File: src/design/scd_pkg.sv
// Package for the scan code to ASCII decoder: scan code constants, modifier
// flag positions, lookup control struct and the layout character tables.
// No dependencies.
package scd_pkg;

  // Scan code set 1 special bytes
  localparam logic [7:0] PREFIX_CODE = 8'hE0;
  localparam logic [7:0] LSHIFT_CODE = 8'h2A;
  localparam logic [7:0] RSHIFT_CODE = 8'h36;
  localparam logic [7:0] CTRL_CODE   = 8'h1D;
  localparam logic [7:0] ALT_CODE    = 8'h38;
  localparam logic [7:0] CAPS_CODE   = 8'h3A;
  localparam logic [7:0] RELEASE_BIT = 8'h80;

  // Modifier flag bit positions
  localparam int MOD_LSHIFT = 0;
  localparam int MOD_RSHIFT = 1;
  localparam int MOD_LCTRL  = 2;
  localparam int MOD_RCTRL  = 3;
  localparam int MOD_LALT   = 4;
  localparam int MOD_RALT   = 5;
  localparam int MOD_CAPS   = 6;
  localparam int MOD_WIDTH  = 7;

  // Codes covered by the tables; entries defined per table
  localparam int TABLE_ENTRIES = 128;
  localparam int TABLE_DEPTH   = 64;
  localparam int IDX_WIDTH     = $clog2(TABLE_DEPTH);

  localparam logic [6:0] CHAR_LOWER_A = 7'h61;
  localparam logic [6:0] CHAR_LOWER_Z = 7'h7A;
  localparam logic [6:0] CASE_OFFSET  = 7'h20;

  typedef enum logic [1:0] {
    TBL_NORMAL = 2'd0,
    TBL_SHIFT  = 2'd1,
    TBL_ALTGR  = 2'd2
  } table_sel_t;

  typedef enum logic {
    LAYOUT_US = 1'b0,
    LAYOUT_PT = 1'b1
  } layout_t;

  // Lookup request from the key state tracker to the table lookup
  typedef struct packed {
    logic       lookup;
    table_sel_t table_sel;
    logic       caps;
  } key_ctrl_t;

  typedef logic [6:0] char_table_t [0:TABLE_DEPTH-1];

  localparam char_table_t US_NORMAL = '{
    7'h00, 7'h00, 7'h31, 7'h32, 7'h33, 7'h34, 7'h35, 7'h36,
    7'h37, 7'h38, 7'h39, 7'h30, 7'h2D, 7'h3D, 7'h08, 7'h09,
    7'h71, 7'h77, 7'h65, 7'h72, 7'h74, 7'h79, 7'h75, 7'h69,
    7'h6F, 7'h70, 7'h5B, 7'h5D, 7'h0A, 7'h00, 7'h61, 7'h73,
    7'h64, 7'h66, 7'h67, 7'h68, 7'h6A, 7'h6B, 7'h6C, 7'h3B,
    7'h27, 7'h60, 7'h00, 7'h5C, 7'h7A, 7'h78, 7'h63, 7'h76,
    7'h62, 7'h6E, 7'h6D, 7'h2C, 7'h2E, 7'h2F, 7'h00, 7'h00,
    7'h00, 7'h20, 7'h00, 7'h00, 7'h00, 7'h00, 7'h00, 7'h00
  };

  localparam char_table_t US_SHIFT = '{
    7'h00, 7'h00, 7'h21, 7'h40, 7'h23, 7'h24, 7'h25, 7'h5E,
    7'h26, 7'h2A, 7'h28, 7'h29, 7'h5F, 7'h2B, 7'h08, 7'h09,
    7'h51, 7'h57, 7'h45, 7'h52, 7'h54, 7'h59, 7'h55, 7'h49,
    7'h4F, 7'h50, 7'h7B, 7'h7D, 7'h0A, 7'h00, 7'h41, 7'h53,
    7'h44, 7'h46, 7'h47, 7'h48, 7'h4A, 7'h4B, 7'h4C, 7'h3A,
    7'h22, 7'h7E, 7'h00, 7'h7C, 7'h5A, 7'h58, 7'h43, 7'h56,
    7'h42, 7'h4E, 7'h4D, 7'h3C, 7'h3E, 7'h3F, 7'h00, 7'h00,
    7'h00, 7'h00, 7'h00, 7'h00, 7'h00, 7'h00, 7'h00, 7'h00
  };

  localparam char_table_t PT_NORMAL = '{
    7'h00, 7'h00, 7'h31, 7'h32, 7'h33, 7'h34, 7'h35, 7'h36,
    7'h37, 7'h38, 7'h39, 7'h30, 7'h27, 7'h00, 7'h08, 7'h09,
    7'h71, 7'h77, 7'h65, 7'h72, 7'h74, 7'h79, 7'h75, 7'h69,
    7'h6F, 7'h70, 7'h2B, 7'h00, 7'h0A, 7'h00, 7'h61, 7'h73,
    7'h64, 7'h66, 7'h67, 7'h68, 7'h6A, 7'h6B, 7'h6C, 7'h00,
    7'h00, 7'h5C, 7'h00, 7'h7E, 7'h7A, 7'h78, 7'h63, 7'h76,
    7'h62, 7'h6E, 7'h6D, 7'h2C, 7'h2E, 7'h2D, 7'h00, 7'h00,
    7'h00, 7'h20, 7'h00, 7'h00, 7'h00, 7'h00, 7'h00, 7'h00
  };

  localparam char_table_t PT_SHIFT = '{
    7'h00, 7'h00, 7'h21, 7'h22, 7'h23, 7'h24, 7'h25, 7'h26,
    7'h2F, 7'h28, 7'h29, 7'h3D, 7'h3F, 7'h00, 7'h08, 7'h09,
    7'h51, 7'h57, 7'h45, 7'h52, 7'h54, 7'h59, 7'h55, 7'h49,
    7'h4F, 7'h50, 7'h2A, 7'h60, 7'h0A, 7'h00, 7'h41, 7'h53,
    7'h44, 7'h46, 7'h47, 7'h48, 7'h4A, 7'h4B, 7'h4C, 7'h00,
    7'h00, 7'h7C, 7'h00, 7'h5E, 7'h5A, 7'h58, 7'h43, 7'h56,
    7'h42, 7'h4E, 7'h4D, 7'h3B, 7'h3A, 7'h5F, 7'h00, 7'h00,
    7'h00, 7'h20, 7'h00, 7'h00, 7'h00, 7'h00, 7'h00, 7'h00
  };

  localparam char_table_t PT_ALTGR = '{
    7'h00, 7'h00, 7'h00, 7'h40, 7'h00, 7'h00, 7'h00, 7'h00,
    7'h7B, 7'h5B, 7'h5D, 7'h7D, 7'h00, 7'h00, 7'h00, 7'h00,
    7'h00, 7'h00, 7'h00, 7'h00, 7'h00, 7'h00, 7'h00, 7'h00,
    7'h00, 7'h00, 7'h00, 7'h00, 7'h00, 7'h00, 7'h00, 7'h00,
    7'h00, 7'h00, 7'h00, 7'h00, 7'h00, 7'h00, 7'h00, 7'h00,
    7'h00, 7'h00, 7'h00, 7'h00, 7'h00, 7'h00, 7'h00, 7'h00,
    7'h00, 7'h00, 7'h00, 7'h00, 7'h00, 7'h00, 7'h00, 7'h00,
    7'h00, 7'h00, 7'h00, 7'h00, 7'h00, 7'h00, 7'h00, 7'h00
  };

endpackage

File: src/design/scd_keystate.sv
// Key state tracker: extended-prefix flag and modifier flags, plus the
// classification of each byte into a table lookup request. Uses scd_pkg.
module scd_keystate (
  input  logic             clk,
  input  logic             rst,
  input  logic             advance,
  input  logic [7:0]       code,
  output scd_pkg::key_ctrl_t ctrl
);

  logic                          prefix;
  logic                          prefix_next;
  logic [scd_pkg::MOD_WIDTH-1:0] flags;
  logic [scd_pkg::MOD_WIDTH-1:0] flags_next;
  logic                          is_mod;
  logic                          ext;

  // Flag update for the byte being processed
  always_comb begin
    ext         = prefix;
    prefix_next = !ext && (code == scd_pkg::PREFIX_CODE);
    flags_next  = flags;
    is_mod      = 1'b1;
    case (code)
      scd_pkg::LSHIFT_CODE: flags_next[scd_pkg::MOD_LSHIFT] = 1'b1;
      scd_pkg::LSHIFT_CODE | scd_pkg::RELEASE_BIT:
        flags_next[scd_pkg::MOD_LSHIFT] = 1'b0;
      scd_pkg::RSHIFT_CODE: flags_next[scd_pkg::MOD_RSHIFT] = 1'b1;
      scd_pkg::RSHIFT_CODE | scd_pkg::RELEASE_BIT:
        flags_next[scd_pkg::MOD_RSHIFT] = 1'b0;
      scd_pkg::CTRL_CODE: begin
        if (ext) flags_next[scd_pkg::MOD_RCTRL] = 1'b1;
        else     flags_next[scd_pkg::MOD_LCTRL] = 1'b1;
      end
      scd_pkg::CTRL_CODE | scd_pkg::RELEASE_BIT: begin
        if (ext) flags_next[scd_pkg::MOD_RCTRL] = 1'b0;
        else     flags_next[scd_pkg::MOD_LCTRL] = 1'b0;
      end
      scd_pkg::ALT_CODE: begin
        if (ext) flags_next[scd_pkg::MOD_RALT] = 1'b1;
        else     flags_next[scd_pkg::MOD_LALT] = 1'b1;
      end
      scd_pkg::ALT_CODE | scd_pkg::RELEASE_BIT: begin
        if (ext) flags_next[scd_pkg::MOD_RALT] = 1'b0;
        else     flags_next[scd_pkg::MOD_LALT] = 1'b0;
      end
      scd_pkg::CAPS_CODE:
        flags_next[scd_pkg::MOD_CAPS] = !flags[scd_pkg::MOD_CAPS];
      default: is_mod = 1'b0;
    endcase
  end

  // Lookup request: make codes that are not modifiers, table from held keys
  always_comb begin
    ctrl.lookup = !is_mod && !code[7];
    ctrl.caps   = flags[scd_pkg::MOD_CAPS];
    if (flags[scd_pkg::MOD_LSHIFT] || flags[scd_pkg::MOD_RSHIFT]) begin
      ctrl.table_sel = scd_pkg::TBL_SHIFT;
    end else if (flags[scd_pkg::MOD_LALT] && flags[scd_pkg::MOD_RALT]) begin
      ctrl.table_sel = scd_pkg::TBL_ALTGR;
    end else begin
      ctrl.table_sel = scd_pkg::TBL_NORMAL;
    end
  end

  // State registers
  always_ff @(posedge clk) begin
    if (rst) begin
      prefix <= 1'b0;
      flags  <= '0;
    end else if (advance) begin
      prefix <= prefix_next;
      flags  <= flags_next;
    end
  end

endmodule

File: src/design/scd_lookup.sv
// Character table lookup with caps lock case fold on the normal table.
// Uses scd_pkg for the tables and the lookup control struct.
module scd_lookup #(
  parameter int TABLE_ENTRIES = scd_pkg::TABLE_ENTRIES
) (
  input  logic               layout,
  input  scd_pkg::key_ctrl_t ctrl,
  input  logic [6:0]         code,
  output logic               hit,
  output logic [6:0]         char_out
);

  logic [scd_pkg::IDX_WIDTH-1:0] idx;
  logic [6:0]                    entry;

  assign idx = code[scd_pkg::IDX_WIDTH-1:0];

  // Table read; codes past the defined rows or the table size read as zero
  always_comb begin
    entry = '0;
    if (code[6] == 1'b0 && 32'(code) < TABLE_ENTRIES) begin
      case (ctrl.table_sel)
        scd_pkg::TBL_NORMAL:
          entry = (layout == scd_pkg::LAYOUT_PT) ? scd_pkg::PT_NORMAL[idx]
                                                 : scd_pkg::US_NORMAL[idx];
        scd_pkg::TBL_SHIFT:
          entry = (layout == scd_pkg::LAYOUT_PT) ? scd_pkg::PT_SHIFT[idx]
                                                 : scd_pkg::US_SHIFT[idx];
        scd_pkg::TBL_ALTGR:
          entry = (layout == scd_pkg::LAYOUT_PT) ? scd_pkg::PT_ALTGR[idx] : 7'h00;
        default: entry = '0;
      endcase
    end
  end

  // Caps lock uppercases a-z from the normal table only
  always_comb begin
    char_out = entry;
    if (ctrl.table_sel == scd_pkg::TBL_NORMAL && ctrl.caps &&
        entry >= scd_pkg::CHAR_LOWER_A && entry <= scd_pkg::CHAR_LOWER_Z) begin
      char_out = entry - scd_pkg::CASE_OFFSET;
    end
    hit = ctrl.lookup && (entry != 7'h00);
  end

endmodule

File: src/design/scan_code_to_ascii_decoder_unit.sv
// Top level of the scan code set 1 to ASCII decoder: input and result
// registers, layout register and handshake. Uses scd_pkg, scd_keystate, scd_lookup.
//
//   channel   signals                        width  dir
//   input     in_valid in_ready scan_byte    8      in
//   result    out_valid out_ready char_code  7      out
//   config    cfg_we cfg_data (layout)       1      in
//
// One byte per cycle sustained while results are taken. A byte is held in the
// input register, then flag update and table lookup settle in one pass into
// the result register, which drives char_code. Synchronous reset clears
// flags, prefix and valids and selects the Portuguese layout. A stalled
// result holds the input register; the input still takes a byte whenever
// its register is empty or moving on.
module scan_code_to_ascii_decoder_unit #(
  parameter int TABLE_ENTRIES = scd_pkg::TABLE_ENTRIES
) (
  input  logic       clk,
  input  logic       rst,
  input  logic       in_valid,
  output logic       in_ready,
  input  logic [7:0] scan_byte,
  output logic       out_valid,
  input  logic       out_ready,
  output logic [6:0] char_code,
  input  logic       cfg_we,
  input  logic       cfg_data
);

  logic               byte_valid;
  logic [7:0]         byte_reg;
  logic               layout;
  logic               advance;
  logic               hit;
  logic [6:0]         char_next;
  scd_pkg::key_ctrl_t ctrl;

  // Handshake: process the held byte whenever the result slot is free or being taken
  assign advance  = byte_valid && (!out_valid || out_ready);
  assign in_ready = !byte_valid || advance;

  // Layout register
  always_ff @(posedge clk) begin
    if (rst) begin
      layout <= scd_pkg::LAYOUT_PT;
    end else if (cfg_we) begin
      layout <= cfg_data;
    end
  end

  // Input register
  always_ff @(posedge clk) begin
    if (rst) begin
      byte_valid <= 1'b0;
    end else if (in_ready) begin
      byte_valid <= in_valid;
    end
  end

  always_ff @(posedge clk) begin
    if (in_ready && in_valid) begin
      byte_reg <= scan_byte;
    end
  end

  scd_keystate u_keystate (
    .clk     (clk),
    .rst     (rst),
    .advance (advance),
    .code    (byte_reg),
    .ctrl    (ctrl)
  );

  scd_lookup #(
    .TABLE_ENTRIES (TABLE_ENTRIES)
  ) u_lookup (
    .layout   (layout),
    .ctrl     (ctrl),
    .code     (byte_reg[6:0]),
    .hit      (hit),
    .char_out (char_next)
  );

  // Result register
  always_ff @(posedge clk) begin
    if (rst) begin
      out_valid <= 1'b0;
    end else if (advance) begin
      out_valid <= hit;
    end else if (out_ready) begin
      out_valid <= 1'b0;
    end
  end

  always_ff @(posedge clk) begin
    if (advance && hit) begin
      char_code <= char_next;
    end
  end

endmodule
File: config.mk
export PLATFORM = sky130hd
export DESIGN_NAME = scan_code_to_ascii_decoder_unit
export DESIGN_NICKNAME = d
export VERILOG_FILES = /design/src/design/scd_pkg.sv /design/src/design/scd_keystate.sv /design/src/design/scd_lookup.sv /design/src/design/scan_code_to_ascii_decoder_unit.sv
export SDC_FILE = /design/constraint.sdc
export NUM_CORES = 1
export LEC_CHECK = 0
export ABC_AREA = 0
export BUFFER_PORTS_ARGS = -buffer_cell sky130_fd_sc_hd__clkbuf_2
export CORE_MARGIN = 2
export CORE_UTILIZATION = 45
export CTS_CLUSTER_SIZE = 12
export DETAILED_ROUTE_END_ITERATION = 7
export GPL_TIMING_DRIVEN = 0
export HOLD_SLACK_MARGIN = 0.06
export PLACE_DENSITY = 0.65
export SYNTH_ARGS = -nofsm -noshare
export SYNTH_HDL_FRONTEND = slang
export SYNTH_SLANG_ARGS = --single-unit
export TNS_END_PERCENT = 5
File: constraint.sdc
create_clock -name clk -period 7.5 [get_ports clk]
set_input_delay 0.75 -clock clk [delete_from_list [all_inputs] [get_ports clk]]
set_output_delay 0.75 -clock clk [all_outputs]
set_load 0.005 [all_outputs]
# Word level (Yosys, flattened, before mapping)

Memory sizes are Yosys's and may differ from the RTL's.
Cells that the tools add are included.

Register bits after elaboration: 24
Bits in read-only memories: 2240
Input port bits: 14
Output and inout port bits: 9
Logic and storage cells: 96
Memories: 5

Add/sub/neg operators: 1
Magnitude comparators: 3
Eq/ne operators: 16
Muxes and demuxes: 28
Bitwise logic cells: 1
Reduce and logical (&&, ||, !) cells: 31

Memories:

| memory          | words | width | rd ports | clocked after memory_dff | write ports | RTL line         | text |
|---|---|---|---|---|---|---|---|
| (no name shown) | 64    | 7     | 1        | 0                        | 0           | scd_lookup.sv:30 | `entry = (layout == scd_pkg::LAYOUT_PT) ? scd_pkg::PT_ALTGR[idx] : 7'h00;` |
| (no name shown) | 64    | 7     | 1        | 0                        | 0           | scd_lookup.sv:24 | `entry = (layout == scd_pkg::LAYOUT_PT) ? scd_pkg::PT_NORMAL[idx]` |
| (no name shown) | 64    | 7     | 1        | 0                        | 0           | scd_lookup.sv:28 | `: scd_pkg::US_SHIFT[idx];` |
| (no name shown) | 64    | 7     | 1        | 0                        | 0           | scd_lookup.sv:25 | `: scd_pkg::US_NORMAL[idx];` |
| (no name shown) | 64    | 7     | 1        | 0                        | 0           | scd_lookup.sv:27 | `entry = (layout == scd_pkg::LAYOUT_PT) ? scd_pkg::PT_SHIFT[idx]` |

Operators with widths:

| operator              | count |
|---|---|
| $mux W7               | 15 |
| $eq A8 B8 Y1 const B  | 5 |
| $eq A8 B6 Y1 const B  | 4 |
| $pmux W7 S3           | 1 |
| $ge A7 B7 Y1 const B  | 2 |
| $logic_and A1 B1 Y1   | 10 |
| $reduce_or A9 Y1      | 1 |
| $eq A8 B5 Y1 const B  | 1 |
| $reduce_and A4 Y1     | 2 |
| $reduce_bool A2 Y1    | 4 |
| $le A7 B7 Y1 const B  | 1 |
| $mux W1               | 7 |
| $not A6 Y7            | 1 |
| $reduce_bool A7 Y1    | 1 |
| $sub A7 B6 Y7 const B | 1 |
| $logic_not A1 Y1      | 6 |
| $reduce_and A2 Y1     | 3 |
| $mux W2               | 2 |
| $ne A2 B1 Y1 const B  | 2 |
| $ne A2 B2 Y1 const B  | 2 |
| $pmux W1 S2           | 2 |
| $pmux W2 S2           | 1 |
| $logic_or A1 B1 Y1    | 3 |
| $eq A2 B1 Y1 const B  | 1 |
| 2 further kinds       | 2 |

# Logic depth before layout (Yosys ltp)

Gate-level depths: netlist of the first run.

Depth in word-level cells: 11
Mapped depth: 17

# By module

Synthesis of the first run repeated with hierarchy kept, for this count alone.

Cell total of the unflattened synthesis: 399
Area total of the unflattened synthesis: 3158.0 µm²

By module, submodules not included:

| module                          | times used | cells each | area each (µm²) | sequential area each (µm²) |
|---|---|---|---|---|
| scd_lookup                      | 1          | 321        | 2158.3          | 0.0 |
| scan_code_to_ascii_decoder_unit | 1          | 29         | 591.8           | 510.5 |
| scd_keystate                    | 1          | 49         | 407.9           | 120.1 |

# Worst setup path after synthesis of the first run

OpenSTA, ideal clock, no wires.

Path type: flip-flop to flip-flop
Start: register byte_reg[1]
End: register char_code[6], data pin
Setup time: 0.264 ns
Data arrival time: 2.939 ns
Data required time: 7.236 ns
Setup slack: 4.297 ns
Stages on the path, launching flop included: 18
Cell sequence: edfxtp_1 -> clkbuf_1 -> inv_1 -> ha_1 -> clkbuf_1 -> mux2i_1 -> o211ai_1 -> nand3b_1 -> a2bb2oi_1 -> nand2_1 -> nor2_1 -> nor2_1 -> ha_1 -> inv_1 -> a2111oi_0 -> o21ai_1 -> o2111ai_2 -> mux2i_1

Cells in the longest elaborated chain, start to end: 11
Elaborated cells between the ends (all ways): 27
Those cells by class: add/sub (1); order compare (2); mux (16); bitwise (1); reduce/logical (2); memory (5)

Ends and longest elaborated chain:

| item                                           | RTL line                                             | text |
|---|---|---|
| start: declaration                             | scan_code_to_ascii_decoder_unit.sv:31                | `logic [7:0] byte_reg;` |
| start signal: assignment                       | scan_code_to_ascii_decoder_unit.sv:62                | `byte_reg <= scan_byte;` |
| $not A6 Y7 (implied by the code) (*)           | --                                                   |  |
| $mem_v2 Z64 W7, on equally long branches       | --                                                   |  |
| $mux W7, on equally long branches (2 in a row) | --                                                   |  |
| $mux W7, on equally long branches              | scd_lookup.sv:30, scd_lookup.sv:24, scd_lookup.sv:27 |  |
| $pmux W7 S3 (*)                                | scd_lookup.sv:22                                     | `case (ctrl.table_sel)` |
| $mux W7 (*)                                    | scd_lookup.sv:21                                     | `if (code[6] == 1'b0 && 32'(code) < TABLE_ENTRIES) begin` |
| $ge A7 B7 Y1                                   | scd_lookup.sv:40                                     | `entry >= scd_pkg::CHAR_LOWER_A && entry <= scd_pkg::CHAR_LOWER_Z) begin` |
| $logic_and A1 B1 Y1                            | scd_lookup.sv:39                                     | `if (ctrl.table_sel == scd_pkg::TBL_NORMAL && ctrl.caps &&` |
| $logic_and A1 B1 Y1                            | scd_lookup.sv:40                                     |  |
| $mux W7 (*)                                    | scd_lookup.sv:39                                     |  |
| named net char_next[6]                         | scan_code_to_ascii_decoder_unit.sv:35                | `logic [6:0] char_next;` |
| end signal: assignment                         | scan_code_to_ascii_decoder_unit.sv:97                | `char_code <= char_next;` |
| end: declaration                               | scan_code_to_ascii_decoder_unit.sv:25                | `output logic [6:0] char_code,` |

The timed path passes the listed nets; every way through them passes the cells marked *. The select of a mux whose other input is x is not followed.
A chain may end at the register's enable or synchronous reset.

# Final worst setup path of the first run

Same ends and word-level chain as after synthesis.

==> results_dict.tcl, run 1 <==
set metrics [dict create \
    cts_root_buf "clkbuf_8" \
    synth_top_area_share_pct 14.7 \
    io_buffer_count 21 \
    yosysTopAreaCell "edfxtp_1" \
    grt_setup_unrepaired "no" \
    post_cts.repair.setup_buffers 0 \
    whs_ns 0.503 \
    synth.cell_area_mm2 0.00307 \
    globalplace.congestion 1.10 \
    grt_max_degree 15 \
    num_vias 3771 \
    async_flop_share_pct 0 \
    finClkSkew_ns 0.00939 \
    grt_pass1_wl_um 19500 \
    wl_per_cell_um 25.4 \
    drive_above_1_share_pct 13.7 \
    synth-seq-area-share_pct 20.5 \
    grtUsageTotal_pct 34.5 \
    status "finished clean" \
    fin_nets 466 \
    multi_input_area_mm2 0.00218 \
    dieArea_mm2 0.00750 \
    slowest_delay_ns 0.58 \
    pin_count 23 \
    p_total_uw 429 \
    synth_area_leaders "edfxtp_1, dfxtp_1, ha_1" \
    path_cells "clkbuf_1 -> inv_1 -> ha_1 -> clkbuf_1 -> nand2_1 -> o221ai_1 -> o211ai_1 -> a21oi_2 -> ha_1 -> inv_1 -> a2111oi_0 -> o21ai_1 -> o2111ai_2 -> mux2i_1" \
    grt_pass1_vias 3489 \
    seqCellArea_um2 631 \
    hpwl_um 9560 \
    core-area_mm2 0.00668 \
    synthTopCellsByCount "nand2_1, nor2_1, a21oi_1, nor3_1, nand2b_1" \
    clk_latency_ns 0.27 \
    cp.arrival_ns 4.45 \
    drtIter0Drc 606 \
    ir_worst_vdd_uv 143 \
    fin_crit_sh_pct 57.9 \
    fin_tns_setup_ns 0 \
    start_kind "register" \
    cp.required_ns 7.62 \
    fmax_mhz 230 \
    placed_cells 514 \
    power_density_mw_per_mm2 128 \
    tightestPinTransition_ns 0.927 \
    end_kind "register" \
    htreeDepth 1 \
    avgSynthCellArea_um2 7.43 \
    cp_slowest_cell "edfxtp_1" \
    overflow 0 \
    antenna_found_initial 0 \
    synthFlopType "edfxtp_1" \
    area_delta_synth_final_pct 9.01 \
    p_leak_uw 0.00126 \
    clock_sinks 24 \
    drc 0 \
    cts_tree "built" \
    utilization_pct 50.1 \
    synth_edf_count 15 \
    cp_max_fo 10 \
    clockBufferDepth 2 \
    start_util_pct 45.9 \
    final_cells 518 \
    drv_slew 0 \
    fin_crit_ns 4.34 \
    hold_path.class "reg2reg" \
    fillers 682 \
    setup_viol 0 \
    syn-num-nets 440 \
    maxSlewHeadroom_pct 38.0 \
    via_per_inst 7.28 \
    cts_inserted_buffers 3 \
    fp.dieH_um 86.6 \
    synthCells 413 \
    num_rows 30 \
    die_x_um 86.6 \
    ant_nets 0 \
    finalHoldViolations 0 \
    hold_buffers 0 \
    maxCapViolCount 0 \
    cts_resized 0 \
    clk_pin_slew_ns 0.09 \
    critical_path_class "reg2reg" \
    synth_seq_cells 24 \
    synth_cell_types 67 \
    diodes 0 \
    largest_reg_flops 8 \
    drt_wl_total_um 13100 \
    drtPass1Iterations 6 \
    ys_warn_count 0 \
]
==> layout make-up <==
class,count,share of cell area (%)
flip-flops and latches,24,18.8
inverters,14,1.57
clock buffers,3,1.23
multi-input cells,340,65.1
clock inverters,1,0.898
repair buffers,21,3.14
well taps,80,2.99
plain buffers,35,6.25
==> critical path, delay by kind of cell (launching register included) <==
family | cells | cell delay, ns
AOI/OAI and AO/OA | 6 | 1.43
buffers and inverters | 4 | 1.15
DFF | 1 | 0.58
adders and majority gates | 2 | 0.45
and+or+nand+nor | 1 | 0.33
muxes | 1 | 0.23
==> power breakdown <==
group	internal, µW	switching (µW)	leakage [µW]
clock network	71.4	42.6	0.0000357
registers	145	4.96	0.000218
logic	55.0	110	0.00100
total	272	158	0.00126
==> stage by stage <==
stage	worst slack [ns]	cell area, µm²
floorplan	4.30	3070
CTS	3.44	3350
detailed placement	3.48	3270
finish	3.16	3350
global route	2.99	3350
global placement	3.28	3270
==> worst paths after layout <==
path	endpoint	slack, ns	cells past startpoint	from
worst max-delay path	char_code[6]	3.16	14	byte_reg[1]
worst min-delay path	u_keystate.flags[5]	0.50	2	u_keystate.flags[5]
worst max register to register	char_code[6]	3.16	14	byte_reg[1]
worst min register to register	u_keystate.flags[5]	0.50	2	u_keystate.flags[5]
==> placed cells by master (no fill, tap or decap), types with 8 or more instances in the layout <==
cell       n
nand2_1   36
nor2_1    36
a21oi_1   31
clkbuf_2  21
nor3_1    19
nand2b_1  18
a211oi_1  16
o21ai_0   16
edfxtp_1  15
buf_2     14
nor2b_1   13
inv_1     13
ha_1      13
a31oi_1   12
clkbuf_1   9
dfxtp_1    9
o211ai_1   8
mux2i_1    8
o21ai_1    8
and2_1     8
==> cells by family after synthesis <==
kind of cell	share of synthesized area [%]
muxes	3.34
and+or+nand+nor	28.3
AOI/OAI and AO/OA	33.1
buffers and inverters	8.52
adders and majority gates	5.30
DFF	20.5
xor gates and xnor gates	0.856
==> metal layers <==
metal / GRT usage, % / vias up / wire length (µm)
met3: 12.5 / 96 / 1750
met2: 52.9 / 344 / 5670
met5: 0 / - / 0
met4: 17.8 / 0 / 859
met1: 42.3 / 1731 / 4870
li1: - / 1600 / -
No activity file was read; power rests on OpenSTA's default activity.
==> run 2, diff against run 1 <==
clock period = 4.1 ns   (was 7.5 ns; I/O delays follow)
==> run 2 against run 1 <==
  * Total power increased by 84%
  * Combinational power increased by 88%
  * Sequential share of layout area decreased by 0.37 points
  * Via count increased by 1.5%
  * Worst setup slack got worse by 2.9 ns
  * Clock skew decreased by 0.0028 ns
  * Critical path type unchanged
==> results_dict.tcl, run 2 (synthesis gave the netlist of run 1 again) <==
set metrics [dict create \
    status "finished clean" \
    power_density_mw_per_mm2 232 \
    drtPass1Iterations 6 \
    cp_max_fo 10 \
    area_delta_synth_final_pct 11.2 \
    clock_sinks 24 \
    grt_pass1_vias 3489 \
    fp.dieH_um 86.6 \
    final_area_mm2 0.00341 \
    placed_cells 514 \
    cts_tree "built" \
    grtUsageTotal_pct 34.5 \
    ir_worst_vdd_uv 260 \
    met2_usage_pct 52.9 \
    hold-path-cell-count 1 \
    overflow 0 \
    largest_reg_flops 8 \
    p_leak_uw 0.00130 \
    grt_busiest_layer "met2" \
    grt_pass1_wl_um 19500 \
    finClkSkew_ns 0.00656 \
    cts_inserted_buffers 3 \
    dieArea_mm2 0.00750 \
    use_met1_pct 42.3 \
    pin_count 23 \
    most-common-layout-cells "nand2_1, nor2_1, a21oi_1, clkbuf_2, nor3_1" \
    fin_tns_setup_ns 0 \
    htreeDepth 1 \
    globalplace.congestion 1.10 \
    drtIter0Drc 631 \
    tightestPinTransition_ns 0.962 \
    grt_setup_unrepaired "no" \
    num_vias 3828 \
    end_kind "register" \
    drive_above_1_share_pct 16.0 \
    met3_usage_pct 12.5 \
    die_x_um 86.6 \
    maxCapViolCount 0 \
    final_cells 525 \
    wl_per_cell_um 25.0 \
    fin_nets 473 \
    hold_buffers 0 \
    grt_max_degree 15 \
    clockBufferDepth 2 \
    maxSlewHeadroom_pct 35.6 \
    whs_ns 0.307 \
    clk_latency_ns 0.27 \
    rr_endpoint "char_code[1]" \
    min_from "scan_byte[2]" \
    fin_crit_ns 3.86 \
    antenna_found_initial 0 \
    drc 0 \
    utilization_pct 51.1 \
    setup.worst_path.start "byte_reg[0]" \
    drt_wl_total_um 13100 \
    start_util_pct 45.9 \
    io_buffer_count 21 \
    cp.arrival_ns 3.86 \
    cp.required_ns 4.10 \
    r2r_slack_ns 0.24 \
    core-area_mm2 0.00668 \
    fmax_mhz 259 \
    worstRegToRegCells 13 \
    clk_pin_slew_ns 0.09 \
    fin_crit_sh_pct 94.2 \
    hpwl_um 9560 \
    hold_path.class "in2reg" \
    critical_path_class "reg2reg" \
    finalHoldViolations 0 \
    setup_viol 0 \
    ant_nets 0 \
    cts_root_buf "clkbuf_8" \
    dpl_cell_area_mm2 0.00327 \
    diodes 0 \
    via_per_inst 7.29 \
    holdPathEnd "byte_reg[2]" \
    regToRegStartpoint "byte_reg[0]" \
    start_kind "register" \
    num_rows 30 \
    drv_slew 0 \
]
==> run 2: cell types whose count changed in the layout (fill, tap and decap cells not counted), sizes merged <==
cell	before	now
buf	26	33
==> run 2: metal layers <==
| layer | share of wire, % | up-vias |
|---|---|---|
| met1 | 36 | 1741 |
| met5 | 0 | - |
| met3 | 14 | 105 |
| li1 | - | 1616 |
| met2 | 43 | 366 |
| met4 | 7.0 | 0 |
==> run 2: worst max-delay path, stage by stage, from the launching register on <==
cell	delay [ns]
edfxtp_1	0.48
buf_2	0.34
inv_1	0.15
ha_1	0.22
clkbuf_1	0.27
or3_1	0.43
a211oi_1	0.28
nor2_1	0.07
a32oi_1	0.25
o211a_1	0.28
and2_1	0.15
nand4_1	0.17
o21ai_1	0.29
inv_1	0.20
==> run 2: worst max-delay path by stage <==
stage / to / slack (ns)
floorplan: char_code[6] / 0.90
global placement: char_code[0] / -0.12
detailed placement: char_code[6] / 0.08
CTS: char_code[6] / 0.04
global route: char_code[6] / 0.04
finish: char_code[1] / 0.24
==> run 2: through the flow <==
step	worst slack [ns]	total power [µW]
2_1_floorplan	0.897	473
3_3_place_gp	-0.116	571
3_5_place_dp	0.0836	562
4_1_cts	0.0418	766
5_1_grt	0.0413	815
6_report	0.237	791
==> run 2: repair_timing <==
item                       CTS  global route
setup endpoints to repair    0            10
setup buffers                0             7
resized for setup            0             6
==> run 2: area by class of cell <==
type / count / area [µm²]
Clock buffer: 3 / 41.3
Buffer: 35 / 211
Fill cell: 668 / 3270
Timing Repair Buffer: 28 / 158
Clock inverter: 1 / 30.0
Sequential cell: 24 / 631
Multi-Input combinational cell: 340 / 2190
Inverter: 14 / 52.6
Tap cell: 80 / 100
==> run 2: power by group <==
part	switching (µW)	internal, µW
Combinational	205	106
Sequential	7.16	266
Clock	76.9	131
Total	289	502
==> run 3, diff against run 2 <==
BUFFER_PORTS_ARGS = default   (was -buffer_cell sky130_fd_sc_hd__clkbuf_2)
DONT_BUFFER_PORTS = 1   (was default)
PLACE_DENSITY = default   (was 0.65)
PLACE_DENSITY_LB_ADDON = 0.1   (was default)
==> run 3 against run 2 <==
  * Sequential power is essentially flat
  * Die area is the same
  * Worst setup slack lost 0.037 ns
  * Cell count shrank 5.3%
  * Sequential share of layout area grew 0.84 points
  * Critical path type unchanged
  * Highest routed layer unchanged
==> results_dict.tcl, run 3 (synthesis gave the netlist of run 1 again) <==
set metrics [dict create \
    fmax_mhz 256 \
    ant_nets 0 \
    regToRegStartpoint "byte_reg[1]" \
    num_rows 30 \
    io_buffer_count 0 \
    fin_crit_sh_pct 95.1 \
    end_kind "register" \
    core-area_mm2 0.00668 \
    cp.required_ns 4.09 \
    maxCapViolCount 0 \
    grt_pass1_wl_um 18300 \
    clk_pin_slew_ns 0.08 \
    path_cells "buf_2 -> inv_1 -> ha_1 -> mux2i_1 -> a21oi_1 -> a31oi_1 -> a31oi_1 -> o22a_1 -> and2_1 -> nand4_1 -> o21ai_1 -> inv_1" \
    worstRegToRegCells 12 \
    setup.worst_path.start "byte_reg[1]" \
    fin_nets 445 \
    wl_per_cell_um 24.3 \
    drt_wl_total_um 12100 \
    post_cts.repair.setup_buffers 0 \
    grt_setup_unrepaired "no" \
    p_leak_uw 0.00118 \
    finalHoldViolations 0 \
    cts_inserted_buffers 3 \
    dieArea_mm2 0.00750 \
    rr_endpoint "char_code[5]" \
    clock_sinks 24 \
    cp_top_family "compound AO/OA/AOI/OAI gates" \
    start_util_pct 45.9 \
    critical_path_class "reg2reg" \
    start_kind "register" \
    crit_buf_inv 3 \
    cp_slowest_cell "a21oi_1" \
    status "finished clean" \
    largest_reg_flops 8 \
    drive_above_1_share_pct 11.0 \
    globalplace.congestion 1.06 \
    finClkSkew_ns 0.00397 \
    power_density_mw_per_mm2 236 \
    via_per_inst 7.20 \
    dp_slack_ns -0.118 \
    cp.arrival_ns 3.89 \
    area_delta_synth_final_pct 6.36 \
    antenna_found_initial 0 \
    r2r_slack_ns 0.20 \
    diodes 0 \
    htreeDepth 1 \
    fp.dieH_um 86.6 \
    drv_slew 0 \
    maxSlewHeadroom_pct 40.4 \
    tightestPinTransition_ns 0.890 \
    fillers 691 \
    setup_slack_ns 0.200 \
    hold-path-cell-count 0 \
    p_total_uw 769 \
    placed_cells 493 \
    setup_viol 0 \
    drtPass1Iterations 7 \
    final_common_cell "nand2_1" \
    fin_crit_ns 3.90 \
    drc 0 \
    final_cells 497 \
    grtUsageTotal_pct 32.2 \
    grt_pass1_vias 3266 \
    pin_count 23 \
    num_vias 3579 \
    hold_path.class "in2reg" \
    cts_root_buf "clkbuf_8" \
    holdPathEnd "byte_reg[3]" \
    drtIter0Drc 584 \
    hold_buffers 0 \
    clk_latency_ns 0.26 \
    most-common-layout-cells "nand2_1, nor2_1, a21oi_1, nor3_1, nand2b_1" \
    overflow 0 \
    hpwl_um 8890 \
    ir_worst_vdd_uv 152 \
    grt_max_degree 15 \
    slowest_delay_ns 0.56 \
    cts_tree "built" \
    cp_max_fo 10 \
    die_x_um 86.6 \
    clockBufferDepth 2 \
    whs_ns 0.236 \
    min_from "scan_byte[3]" \
]
-- run 3: cell type report --
class	count	area, µm²	area share [%]
Clock buffer	3	41.3	1.26
Tap cell	80	100	3.07
Buffer	35	211	6.48
Sequential cell	24	631	19.3
Inverter	14	52.6	1.61
Clock inverter	1	30.0	0.920
Multi-Input combinational cell	340	2200	67.3
-- run 3: through the flow --
step                      cell area (µm²)  utilization, %  TNS [ns]
after floorplan                      3070               -         0
after detailed placement             3170            47.4    -0.823
after CTS                            3240            48.5         0
after global routing                 3260            48.9         0
after global placement               3170            47.4     -2.55
final                                3260            48.9         0
-- run 3: layer usage --
layer	global-route usage, %	share of wire, %	up-vias
li1	-	-	1552
met3	10.1	15	89
met1	41.7	37	1607
met4	18.9	7.4	0
met2	46.9	41	331
met5	0	0	-
-- run 3: how the worst max path moves through the flow --
| stage | endpoint | slack (ns) | depth (start not counted) |
|---|---|---|---|
| floorplan | char_code[6] | 0.90 | 17 |
| global placement | char_code[4] | -0.32 | 11 |
| detailed placement | char_code[5] | -0.12 | 11 |
| CTS | char_code[5] | 0.12 | 11 |
| global route | char_code[2] | 0.0005 | 13 |
| finish | char_code[5] | 0.20 | 12 |
-- run 3: where the power goes --
group	internal, µW	total [µW]	switching [µW]
combinational	97.5	293	196
clock	130	201	70.8
sequential	266	274	8.83
-- run 3: repair_timing --
action,CTS,global route
pin swaps,0,0
gates resized for setup,1,9
setup endpoints to repair,8,9
